==> config.mk <==
export PLATFORM = sky130hd
export DESIGN_NAME = jtag_tap_command_planner
export DESIGN_NICKNAME = d
export VERILOG_FILES = /design/src/jtcp_pkg.sv /design/src/jtcp_front.sv /design/src/jtcp_back.sv /design/src/jtag_tap_command_planner.sv
export SDC_FILE = /design/constraint.sdc
export NUM_CORES = 1
export LEC_CHECK = 0
export ABC_AREA = 1
export BUFFER_PORTS_ARGS = -buffer_cell sky130_fd_sc_hd__buf_4
export CORE_UTILIZATION = 40
export DETAILED_ROUTE_END_ITERATION = 16
export HOLD_SLACK_MARGIN = 0.06
export PLACE_DENSITY_LB_ADDON = 0.2
export REMOVE_ABC_BUFFERS = 1
export SYNTH_ARGS = -nofsm -noshare
export SYNTH_HDL_FRONTEND = slang
export SYNTH_SLANG_ARGS = --single-unit
export TNS_END_PERCENT = 10
==> constraint.sdc <==
create_clock -name clk -period 8.4 [get_ports clk]
set_clock_uncertainty 0.2 [all_clocks]
set_input_delay 0.84 -clock clk [delete_from_list [all_inputs] [get_ports clk]]
set_output_delay 0.84 -clock clk [all_outputs]
set_load 0.01 [all_outputs]
==> src/jtcp_pkg.sv <==
// Shared types, constants and TAP tables for the JTAG TAP command planner.
package jtcp_pkg;

    localparam int COUNT_WIDTH = 16;
    localparam int QUEUE_DEPTH = 2;
    localparam int QPTR_W      = $clog2(QUEUE_DEPTH);
    localparam int QCNT_W      = $clog2(QUEUE_DEPTH + 1);
    localparam int NUM_PHASES  = 5;
    localparam int PAT_W       = 7;

    typedef logic [3:0]             tap_st_t;
    typedef logic [COUNT_WIDTH-1:0] count_t;
    typedef logic [PAT_W-1:0]       tms_pat_t;
    typedef logic [2:0]             path_len_t;
    typedef logic [2:0]             stable_idx_t;

    localparam tap_st_t ST_RESET   = 4'd0;
    localparam tap_st_t ST_IDLE    = 4'd1;
    localparam tap_st_t ST_DRSHIFT = 4'd4;
    localparam tap_st_t ST_DRPAUSE = 4'd6;
    localparam tap_st_t ST_IRSHIFT = 4'd11;
    localparam tap_st_t ST_IRPAUSE = 4'd13;

    localparam logic CMD_MOVE = 1'b0;
    localparam logic CMD_SCAN = 1'b1;
    localparam logic SEG_TMS  = 1'b0;
    localparam logic SEG_DATA = 1'b1;

    typedef struct packed {
        logic       command;
        tap_st_t    end_state;
        logic       ir_scan;
        count_t     scan_bits;
        logic       last_tdi;
        logic       capture_tdo;
    } cmd_item_t;

    typedef struct packed {
        logic       segment_kind;
        tms_pat_t   tms_pattern;
        count_t     shift_count;
        logic       tdi_level;
        logic       sample_tdo;
        tap_st_t    state_after;
        logic       last;
    } seg_item_t;

    // Command as classified by the front end
    typedef struct packed {
        logic       is_scan;
        tap_st_t    goal;
        tap_st_t    shift_st;
        logic       has_data;
        logic       has_exit;
        logic       go_idle;
        logic       final_move;
        count_t     data_count;
        logic       tdi;
        logic       cap;
    } plan_t;

    typedef enum logic [2:0] {
        PH_SHIFT_MOVE = 3'd0,
        PH_DATA       = 3'd1,
        PH_EXIT       = 3'd2,
        PH_TAIL       = 3'd3,
        PH_GOAL_MOVE  = 3'd4
    } phase_t;

    localparam tap_st_t NEXT_TMS0 [16] = '{
        4'd1, 4'd1, 4'd3, 4'd4, 4'd4, 4'd6, 4'd6, 4'd4,
        4'd1, 4'd10, 4'd11, 4'd11, 4'd13, 4'd13, 4'd11, 4'd1
    };
    localparam tap_st_t NEXT_TMS1 [16] = '{
        4'd0, 4'd2, 4'd9, 4'd5, 4'd5, 4'd8, 4'd7, 4'd8,
        4'd2, 4'd0, 4'd12, 4'd12, 4'd15, 4'd14, 4'd15, 4'd2
    };
    localparam stable_idx_t STABLE_IDX [16] = '{
        3'd0, 3'd1, 3'd0, 3'd0, 3'd2, 3'd0, 3'd3, 3'd0,
        3'd0, 3'd0, 3'd0, 3'd4, 3'd0, 3'd5, 3'd0, 3'd0
    };
    localparam logic [7:0] PATH_BITS [6][6] = '{
        '{8'hff, 8'h00, 8'h17, 8'h0A, 8'h1B, 8'h16},
        '{8'hff, 8'h00, 8'h01, 8'h05, 8'h03, 8'h0B},
        '{8'hff, 8'h03, 8'h07, 8'h01, 8'h0F, 8'h2F},
        '{8'hff, 8'h03, 8'h01, 8'h00, 8'h0F, 8'h2F},
        '{8'hff, 8'h03, 8'h07, 8'h17, 8'h01, 8'h01},
        '{8'hff, 8'h03, 8'h07, 8'h17, 8'h01, 8'h00}
    };
    localparam path_len_t PATH_LEN [6][6] = '{
        '{3'd7, 3'd7, 3'd7, 3'd7, 3'd7, 3'd7},
        '{3'd7, 3'd7, 3'd3, 3'd4, 3'd4, 3'd5},
        '{3'd7, 3'd3, 3'd5, 3'd2, 3'd6, 3'd7},
        '{3'd7, 3'd3, 3'd2, 3'd1, 3'd6, 3'd7},
        '{3'd7, 3'd3, 3'd5, 3'd6, 3'd2, 3'd2},
        '{3'd7, 3'd3, 3'd5, 3'd6, 3'd2, 3'd1}
    };

    // Follow up to seven TMS bits through the TAP graph
    function automatic tap_st_t tap_walk(tap_st_t s, tms_pat_t pat, path_len_t len);
        tap_st_t cur;
        cur = s;
        for (int i = 0; i < PAT_W; i++) begin
            if (3'(i) < len)
            begin
                cur = pat[i] ? NEXT_TMS1[cur] : NEXT_TMS0[cur];
            end
        end
        return cur;
    endfunction

endpackage

==> src/jtcp_front.sv <==
// Front end: takes commands, classifies them and queues the plans.
module jtcp_front
    import jtcp_pkg::*;
(
    input  logic      clk,
    input  logic      rst_n,
    input  logic      push,
    output logic      full,
    input  cmd_item_t cmd,
    output logic      plan_valid,
    output plan_t     plan,
    input  logic      plan_pop
);

    plan_t                  entry_reg [QUEUE_DEPTH];
    logic [QPTR_W-1:0]      wr_ptr_reg, wr_ptr_next;
    logic [QPTR_W-1:0]      rd_ptr_reg, rd_ptr_next;
    logic [QCNT_W-1:0]      cnt_reg, cnt_next;
    plan_t                  cls;
    tap_st_t                pre_goal;
    logic                   accept;
    logic                   take;

    assign full       = (cnt_reg == QCNT_W'(QUEUE_DEPTH));
    assign plan_valid = (cnt_reg != '0);
    assign plan       = entry_reg[rd_ptr_reg];
    assign accept     = push && !full;
    assign take       = plan_pop && plan_valid;

    // Everything about a scan that does not depend on the live TAP state
    always_comb
    begin
        cls.is_scan    = (cmd.command == CMD_SCAN);
        cls.goal       = cmd.end_state;
        cls.shift_st   = cmd.ir_scan ? ST_IRSHIFT : ST_DRSHIFT;
        cls.has_exit   = (cmd.scan_bits != '0);
        cls.has_data   = |cmd.scan_bits[COUNT_WIDTH-1:1];
        cls.go_idle    = (cmd.end_state == ST_IDLE);
        cls.data_count = cmd.scan_bits - count_t'(1);
        cls.tdi        = cmd.last_tdi;
        cls.cap        = cmd.capture_tdo;
        if (!cls.has_exit)
        begin
            pre_goal = cls.shift_st;
        end
        else if (cls.go_idle)
        begin
            pre_goal = ST_IDLE;
        end
        else
        begin
            pre_goal = cmd.ir_scan ? ST_IRPAUSE : ST_DRPAUSE;
        end
        cls.final_move = (pre_goal != cmd.end_state);
    end

    always_comb
    begin
        wr_ptr_next = accept ? QPTR_W'(wr_ptr_reg + 1'b1) : wr_ptr_reg;
        rd_ptr_next = take ? QPTR_W'(rd_ptr_reg + 1'b1) : rd_ptr_reg;
        cnt_next    = QCNT_W'(cnt_reg + QCNT_W'(accept) - QCNT_W'(take));
    end

    always_ff @(posedge clk or negedge rst_n)
    begin
        if (!rst_n)
        begin
            wr_ptr_reg <= '0;
            rd_ptr_reg <= '0;
            cnt_reg    <= '0;
        end
        else
        begin
            wr_ptr_reg <= wr_ptr_next;
            rd_ptr_reg <= rd_ptr_next;
            cnt_reg    <= cnt_next;
        end
    end

    always_ff @(posedge clk)
    begin
        if (accept)
        begin
            entry_reg[wr_ptr_reg] <= cls;
        end
    end

    a_empty_ptrs: assert property (@(posedge clk) disable iff (!rst_n)
        cnt_reg == '0 |-> wr_ptr_reg == rd_ptr_reg)
        else $error("queue empty but pointers differ");

    a_grow: assert property (@(posedge clk) disable iff (!rst_n)
        accept && !take |=> cnt_reg == $past(cnt_reg) + QCNT_W'(1))
        else $error("queue count did not grow on a transfer in");

endmodule

==> src/jtcp_back.sv <==
// Back end: owns the TAP state, emits plan segments one per cycle unless stalled.
module jtcp_back
    import jtcp_pkg::*;
(
    input  logic      clk,
    input  logic      rst_n,
    input  logic      plan_valid,
    input  plan_t     plan,
    output logic      plan_pop,
    output logic      empty,
    input  logic      pop,
    output seg_item_t seg
);

    tap_st_t                 tap_state_reg, tap_state_next;
    phase_t                  phase_reg, phase_next;
    logic                    out_valid_reg, out_valid_next;
    seg_item_t               seg_reg, seg_next;
    logic [NUM_PHASES-1:0]   flags;
    logic [NUM_PHASES-1:0]   low;
    logic                    any_seg;
    logic                    is_last;
    logic                    go;
    phase_t                  sel_phase;
    tap_st_t                 target;
    stable_idx_t             idx_a, idx_b;
    logic [7:0]              mv_bits;
    path_len_t               mv_len;
    tap_st_t                 mv_state;

    assign empty = !out_valid_reg;
    assign seg   = seg_reg;
    assign go    = plan_valid && (!out_valid_reg || pop);

    // Which segments are still due for the plan at the head of the queue
    always_comb
    begin
        flags = '0;
        flags[int'(PH_SHIFT_MOVE)] = plan.is_scan && (phase_reg == PH_SHIFT_MOVE)
                                     && (tap_state_reg != plan.shift_st);
        flags[int'(PH_DATA)]       = plan.is_scan && plan.has_data && (phase_reg <= PH_DATA);
        flags[int'(PH_EXIT)]       = plan.is_scan && plan.has_exit && (phase_reg <= PH_EXIT);
        flags[int'(PH_TAIL)]       = plan.is_scan && plan.has_exit && (phase_reg <= PH_TAIL);
        if (plan.is_scan)
        begin
            flags[int'(PH_GOAL_MOVE)] = plan.final_move;
        end
        else
        begin
            flags[int'(PH_GOAL_MOVE)] = (tap_state_reg != plan.goal) || (plan.goal == ST_RESET);
        end
        low     = flags & NUM_PHASES'(~flags + 1'b1);
        any_seg = (flags != '0);
        is_last = ((flags & ~low) == '0);
        sel_phase = PH_GOAL_MOVE;
        for (int i = NUM_PHASES - 1; i >= 0; i--) begin
            if (low[i])
            begin
                sel_phase = phase_t'(3'(i));
            end
        end
    end

    // Shared path lookup for both move segments
    always_comb
    begin
        target   = (sel_phase == PH_SHIFT_MOVE) ? plan.shift_st : plan.goal;
        idx_a    = STABLE_IDX[tap_state_reg];
        idx_b    = STABLE_IDX[target];
        mv_bits  = PATH_BITS[idx_a][idx_b];
        mv_len   = PATH_LEN[idx_a][idx_b];
        mv_state = tap_walk(tap_state_reg, mv_bits[PAT_W-1:0], mv_len);
    end

    // Next state of the segment sequencer
    always_comb
    begin
        phase_next = phase_reg;
        plan_pop   = 1'b0;
        if (go)
        begin
            if (!any_seg || is_last)
            begin
                phase_next = PH_SHIFT_MOVE;
                plan_pop   = 1'b1;
            end
            else
            begin
                phase_next = phase_t'(sel_phase + 3'd1);
            end
        end
    end

    // Segment contents
    always_comb
    begin
        seg_next.segment_kind = SEG_TMS;
        seg_next.tms_pattern  = '0;
        seg_next.shift_count  = '0;
        seg_next.tdi_level    = 1'b0;
        seg_next.sample_tdo   = 1'b0;
        seg_next.state_after  = tap_state_reg;
        seg_next.last         = is_last;
        unique case (sel_phase) inside
            PH_SHIFT_MOVE, PH_GOAL_MOVE:
            begin
                seg_next.tms_pattern = mv_bits[PAT_W-1:0];
                seg_next.shift_count = COUNT_WIDTH'(mv_len);
                seg_next.state_after = mv_state;
            end
            PH_DATA:
            begin
                seg_next.segment_kind = SEG_DATA;
                seg_next.shift_count  = plan.data_count;
                seg_next.sample_tdo   = plan.cap;
            end
            PH_EXIT:
            begin
                seg_next.tms_pattern = tms_pat_t'(1);
                seg_next.shift_count = count_t'(1);
                seg_next.tdi_level   = plan.tdi;
                seg_next.sample_tdo  = plan.cap;
                seg_next.state_after = NEXT_TMS1[tap_state_reg];
            end
            PH_TAIL:
            begin
                seg_next.tdi_level = plan.tdi;
                if (plan.go_idle)
                begin
                    // TMS 1 then 0: update, then idle
                    seg_next.tms_pattern = tms_pat_t'(1);
                    seg_next.shift_count = count_t'(2);
                    seg_next.state_after = NEXT_TMS0[NEXT_TMS1[tap_state_reg]];
                end
                else
                begin
                    seg_next.shift_count = count_t'(1);
                    seg_next.state_after = NEXT_TMS0[tap_state_reg];
                end
            end
            default:
            begin
                seg_next.last = is_last;
            end
        endcase
    end

    always_comb
    begin
        tap_state_next = tap_state_reg;
        out_valid_next = out_valid_reg && !pop;
        if (go && any_seg)
        begin
            tap_state_next = seg_next.state_after;
            out_valid_next = 1'b1;
        end
    end

    always_ff @(posedge clk or negedge rst_n)
    begin
        if (!rst_n)
        begin
            tap_state_reg <= ST_RESET;
            phase_reg     <= PH_SHIFT_MOVE;
            out_valid_reg <= 1'b0;
        end
        else
        begin
            tap_state_reg <= tap_state_next;
            phase_reg     <= phase_next;
            out_valid_reg <= out_valid_next;
        end
    end

    always_ff @(posedge clk)
    begin
        if (go && any_seg)
        begin
            seg_reg <= seg_next;
        end
    end

    a_state_tracks: assert property (@(posedge clk) disable iff (!rst_n)
        go && any_seg |=> tap_state_reg == seg_reg.state_after)
        else $error("TAP state does not match the last segment");

    a_data_in_shift: assert property (@(posedge clk) disable iff (!rst_n)
        out_valid_reg && seg_reg.segment_kind == SEG_DATA |->
        (seg_reg.state_after == ST_DRSHIFT || seg_reg.state_after == ST_IRSHIFT))
        else $error("data segment outside a shift state");

    a_phase_needs_plan: assert property (@(posedge clk) disable iff (!rst_n)
        phase_reg != PH_SHIFT_MOVE |-> plan_valid)
        else $error("sequencer mid-command with no plan queued");

endmodule

==> src/jtag_tap_command_planner.sv <==
// Top level of the JTAG TAP command planner.
//
// Commands enter through a queue-style port: cmd is taken at a rising edge
// with push high and full low. Each command turns into zero to five pin-level
// segments (TMS paths, a data shift, the exit bit, the idle or pause step and
// the final move), read out oldest first: seg is valid while empty is low and
// is transferred at an edge with pop high and empty low.
// A two-entry command queue sits between the front end, which classifies each
// command, and the back end, which owns the TAP state and emits segments.
// A command is registered in the command queue, and its first segment then in the
// output register once the back end is free. The back end emits one segment
// per cycle while it advances; a command that yields no segment is taken off
// the queue without one. The back end advances only while the output register
// is empty or being popped; when pop stays low the output holds and the command
// queue keeps taking commands until it fills.
// Reset sets the TAP state to test logic reset and empties queue and output register.
module jtag_tap_command_planner
    import jtcp_pkg::*;
(
    input  logic      clk,
    input  logic      rst_n,
    input  logic      push,
    output logic      full,
    input  cmd_item_t cmd,
    output logic      empty,
    input  logic      pop,
    output seg_item_t seg
);

    plan_t plan;
    logic  plan_valid;
    logic  plan_pop;

    jtcp_front u_front (
        .clk        (clk),
        .rst_n      (rst_n),
        .push       (push),
        .full       (full),
        .cmd        (cmd),
        .plan_valid (plan_valid),
        .plan       (plan),
        .plan_pop   (plan_pop)
    );

    jtcp_back u_back (
        .clk        (clk),
        .rst_n      (rst_n),
        .plan_valid (plan_valid),
        .plan       (plan),
        .plan_pop   (plan_pop),
        .empty      (empty),
        .pop        (pop),
        .seg        (seg)
    );

endmodule
==> flow_summary.json <==
{
  "outcome": "finished clean",
  "path_common_cell": "nand3_1",
  "crit_slowest_cell": "dfrtp_2",
  "cts_sinks": 101,
  "cp-start-kind": "flop",
  "drt-met1-wl_um": 8844,
  "synth_warnings": 0,
  "grt_pass1_vias": 6417,
  "avgSynthCellArea_sq_um": 7.635,
  "setup_viol": 0,
  "cp.required_ns": 8.26,
  "synth-async-reset-ratio_pct": 11.88,
  "detail_route.iter0.violations": 424,
  "wl_um": 19110,
  "slew_headroom_pct": 26.06,
  "synth_ff_type": "edfxtp_1",
  "grt_remaining_overflow": 0,
  "hold_violations": 0,
  "crit_path_end_kind": "flop",
  "ys_ff_latch": 101,
  "final_max_slew_viol_count": 0,
  "dr_wl_met3_um": 602,
  "place_area_sq_mm": 0.009000,
  "r2r_start": "u_back.tap_state_reg[0]$_DFFE_PN0P_",
  "fin_ws_ns": 0.7108,
  "period_share_pct": 91.54,
  "vias_per_cell": 4.909,
  "dr_wl_met2_um": 9291,
  "die_w_um": 143.9,
  "gp_congestion": 0.9261,
  "cap_violations": 0,
  "yosysUniqueCellTypes": 52,
  "die_height_um": 143.9,
  "drc_errors": 0,
  "antenna_cells": 0,
  "clockBufferDepth": 2,
  "grt_pass1_wl_um": 31260,
  "reg2reg_depth": 60,
  "top_layer": "met4",
  "synth_area_sq_mm": 0.008055,
  "design_area_sq_mm": 0.009500,
  "core_area_sq_mm": 0.01959,
  "route.detailed.wl_per_inst_um": 13.43,
  "synthTopCellsByArea": "edfxtp_1 33%, nand2_1 15%, ha_1 8.7%",
  "max_stage_delay_ns": 0.48,
  "r2r-end": "u_back.seg[2]$_DFFE_PP_",
  "synth-edff-count": 89,
  "drtPass1Iterations": 7,
  "pre_cts_slack_ns": 0.1193,
  "min_path_type": "in -> async",
  "antenna_found_initial": 0,
  "root_buffer": "clkbuf_16",
  "path_max_fanout": 7,
  "clock_latency_ns": 0.35,
  "ioPinCount": 61,
  "yosysSeqAreaShare_pct": 36.91,
  "io_buffers": 60,
  "vias": 6986,
  "num_rows": 51,
  "worst_pin_slew_ns": 1.081,
  "synth.largest_area_cell": "edfxtp_1",
  "crit_arrival_ns": 7.55,
  "fmax_ghz": 0.1301,
  "finalSetupTns_ns": 0,
  "yosys-top-cells-count": "323 x nand2_1, 123 x nand3_1, 114 x inv_1, 89 x edfxtp_1, 78 x nor2_1",
  "yosysTopAreaCellShare_pct": 33.18,
  "postSynthCellCount": 1055,
  "synthToLayoutAreaGrowth_pct": 17.94,
  "final_nets": 1239,
  "final_util_pct": 48.50,
  "ant_nets": 0,
  "htreeDepth": 3,
  "synthMostInstantiatedCell": "nand2_1",
  "die-area_sq_mm": 0.02071,
  "grt_usage_pct": 19.19,
  "place_hpwl_um": 14520,
  "grt_max_degree": 31,
  "largest_reg_flops": 58,
  "min_period_ns": 7.689,
  "cts.reportedPaths.clkPinSlew_ns": 0.07,
  "path_class": "reg -> reg",
  "r2r_setup_slack_ns": 0.71,
  "initial_core_util_pct": 41.12,
  "cts_tree": "done",
  "numCtsBuffers": 9,
  "final_layout_size_suffix_gt1_share_pct": 21.16
}
## layout make-up
class	count	area (sq um)
Fill cell	1933	10090
Multi-Input combinational cell	802	4562
Sequential cell	101	2977
Timing Repair Buffer	105	802.0
Inverter	136	518.0
Tap cell	265	331.6
Clock buffer	9	225.2
Clock inverter	5	85.08
## logic make-up after synthesis
| group | after synthesis | share of synthesized area (%) |
|---|---|---|
| AOI/OAI and AO/OA | 93 | 6.943 |
| and+or+nand+nor | 629 | 37.14 |
| xor gates and xnor gates | 21 | 2.283 |
| adders and majority gates | 56 | 8.698 |
| DFF | 101 | 36.91 |
| muxes | 3 | 0.3728 |
| buffers and inverters | 152 | 7.657 |
## layout by cell type, fill, tap and decap left out, types with 2 or more instances in the layout
cell / count
nand2_1: 318
nand3_1: 123
inv_1: 114
buf_4: 102
edfxtp_1: 89
nor2_1: 73
ha_1: 55
nand2_2: 38
a21oi_1: 27
o21ai_0: 23
inv_2: 19
xor2_1: 16
nand2_4: 14
nand3_2: 12
o21ai_1: 10
nor2_2: 9
clkbuf_16: 9
dfrtp_1: 9
nand3_4: 7
nor3_1: 6
nand4_1: 6
a21oi_2: 5
nand3b_1: 5
o22ai_1: 5
o211ai_1: 5
xnor2_1: 5
or2_1: 3
mux2i_1: 3
a21boi_1: 3
a31oi_1: 3
dfrtp_2: 3
nor3_2: 2
nor2_4: 2
nand4_2: 2
or2_2: 2
or4_1: 2
a211oi_1: 2
bufinv_16: 2
## worst max-delay path by stage
| stage | slack (ns) | endpoint | start | cells past startpoint |
|---|---|---|---|---|
| 3_5_place_dp | 0.12 | u_back.seg[2]$_DFFE_PP_ | u_back.tap_state_reg[0]$_DFFE_PN0P_ | 61 |
| 2_1_floorplan | 0.49 | u_back.seg[2]$_DFFE_PP_ | u_front.rd_ptr_reg$_DFFE_PN0P_ | 62 |
| 5_1_grt | -0.03 | u_back.seg[2]$_DFFE_PP_ | u_back.tap_state_reg[0]$_DFFE_PN0P_ | 63 |
| 3_3_place_gp | 0.17 | u_back.seg[2]$_DFFE_PP_ | u_back.tap_state_reg[0]$_DFFE_PN0P_ | 65 |
| 6_report | 0.71 | u_back.seg[2]$_DFFE_PP_ | u_back.tap_state_reg[0]$_DFFE_PN0P_ | 60 |
| 4_1_cts | 0.08 | u_back.seg[2]$_DFFE_PP_ | u_back.tap_state_reg[0]$_DFFE_PN0P_ | 61 |
## routing by layer
layer	global-route usage [%]	vias up
met4	6.719	0
li1	-	3657
met2	32.88	130
met1	24.99	3177
met5	0	-
met3	2.033	22
## repair_timing
action,4_1_cts,5_1_grt
setup endpoints to repair,0,8
buffers inserted,0,12
gates resized for setup,0,25
hold buffers,0,0
## per-stage QoR
step	instances	hold WS [ns]
CTS	1411	0.1184
global route	1423	0.1303
global placement	1397	0.3207
floorplan	1039	0.2868
finish	1423	0.1218
detailed placement	1397	0.3310
## worst max-delay path: cells and delay by family (launching register included)
kind / cells / cell delay, ns
AND/OR/NAND/NOR: 33 / 2.89
buffers and inverters: 15 / 1.53
adder cells (fa/ha/maj): 7 / 1.52
AO/OA/AOI/OAI: 5 / 0.80
flip-flops: 1 / 0.48
Power is not shown: default switching activity piles up to over one toggle a cycle in this logic, so the estimate is an artifact.
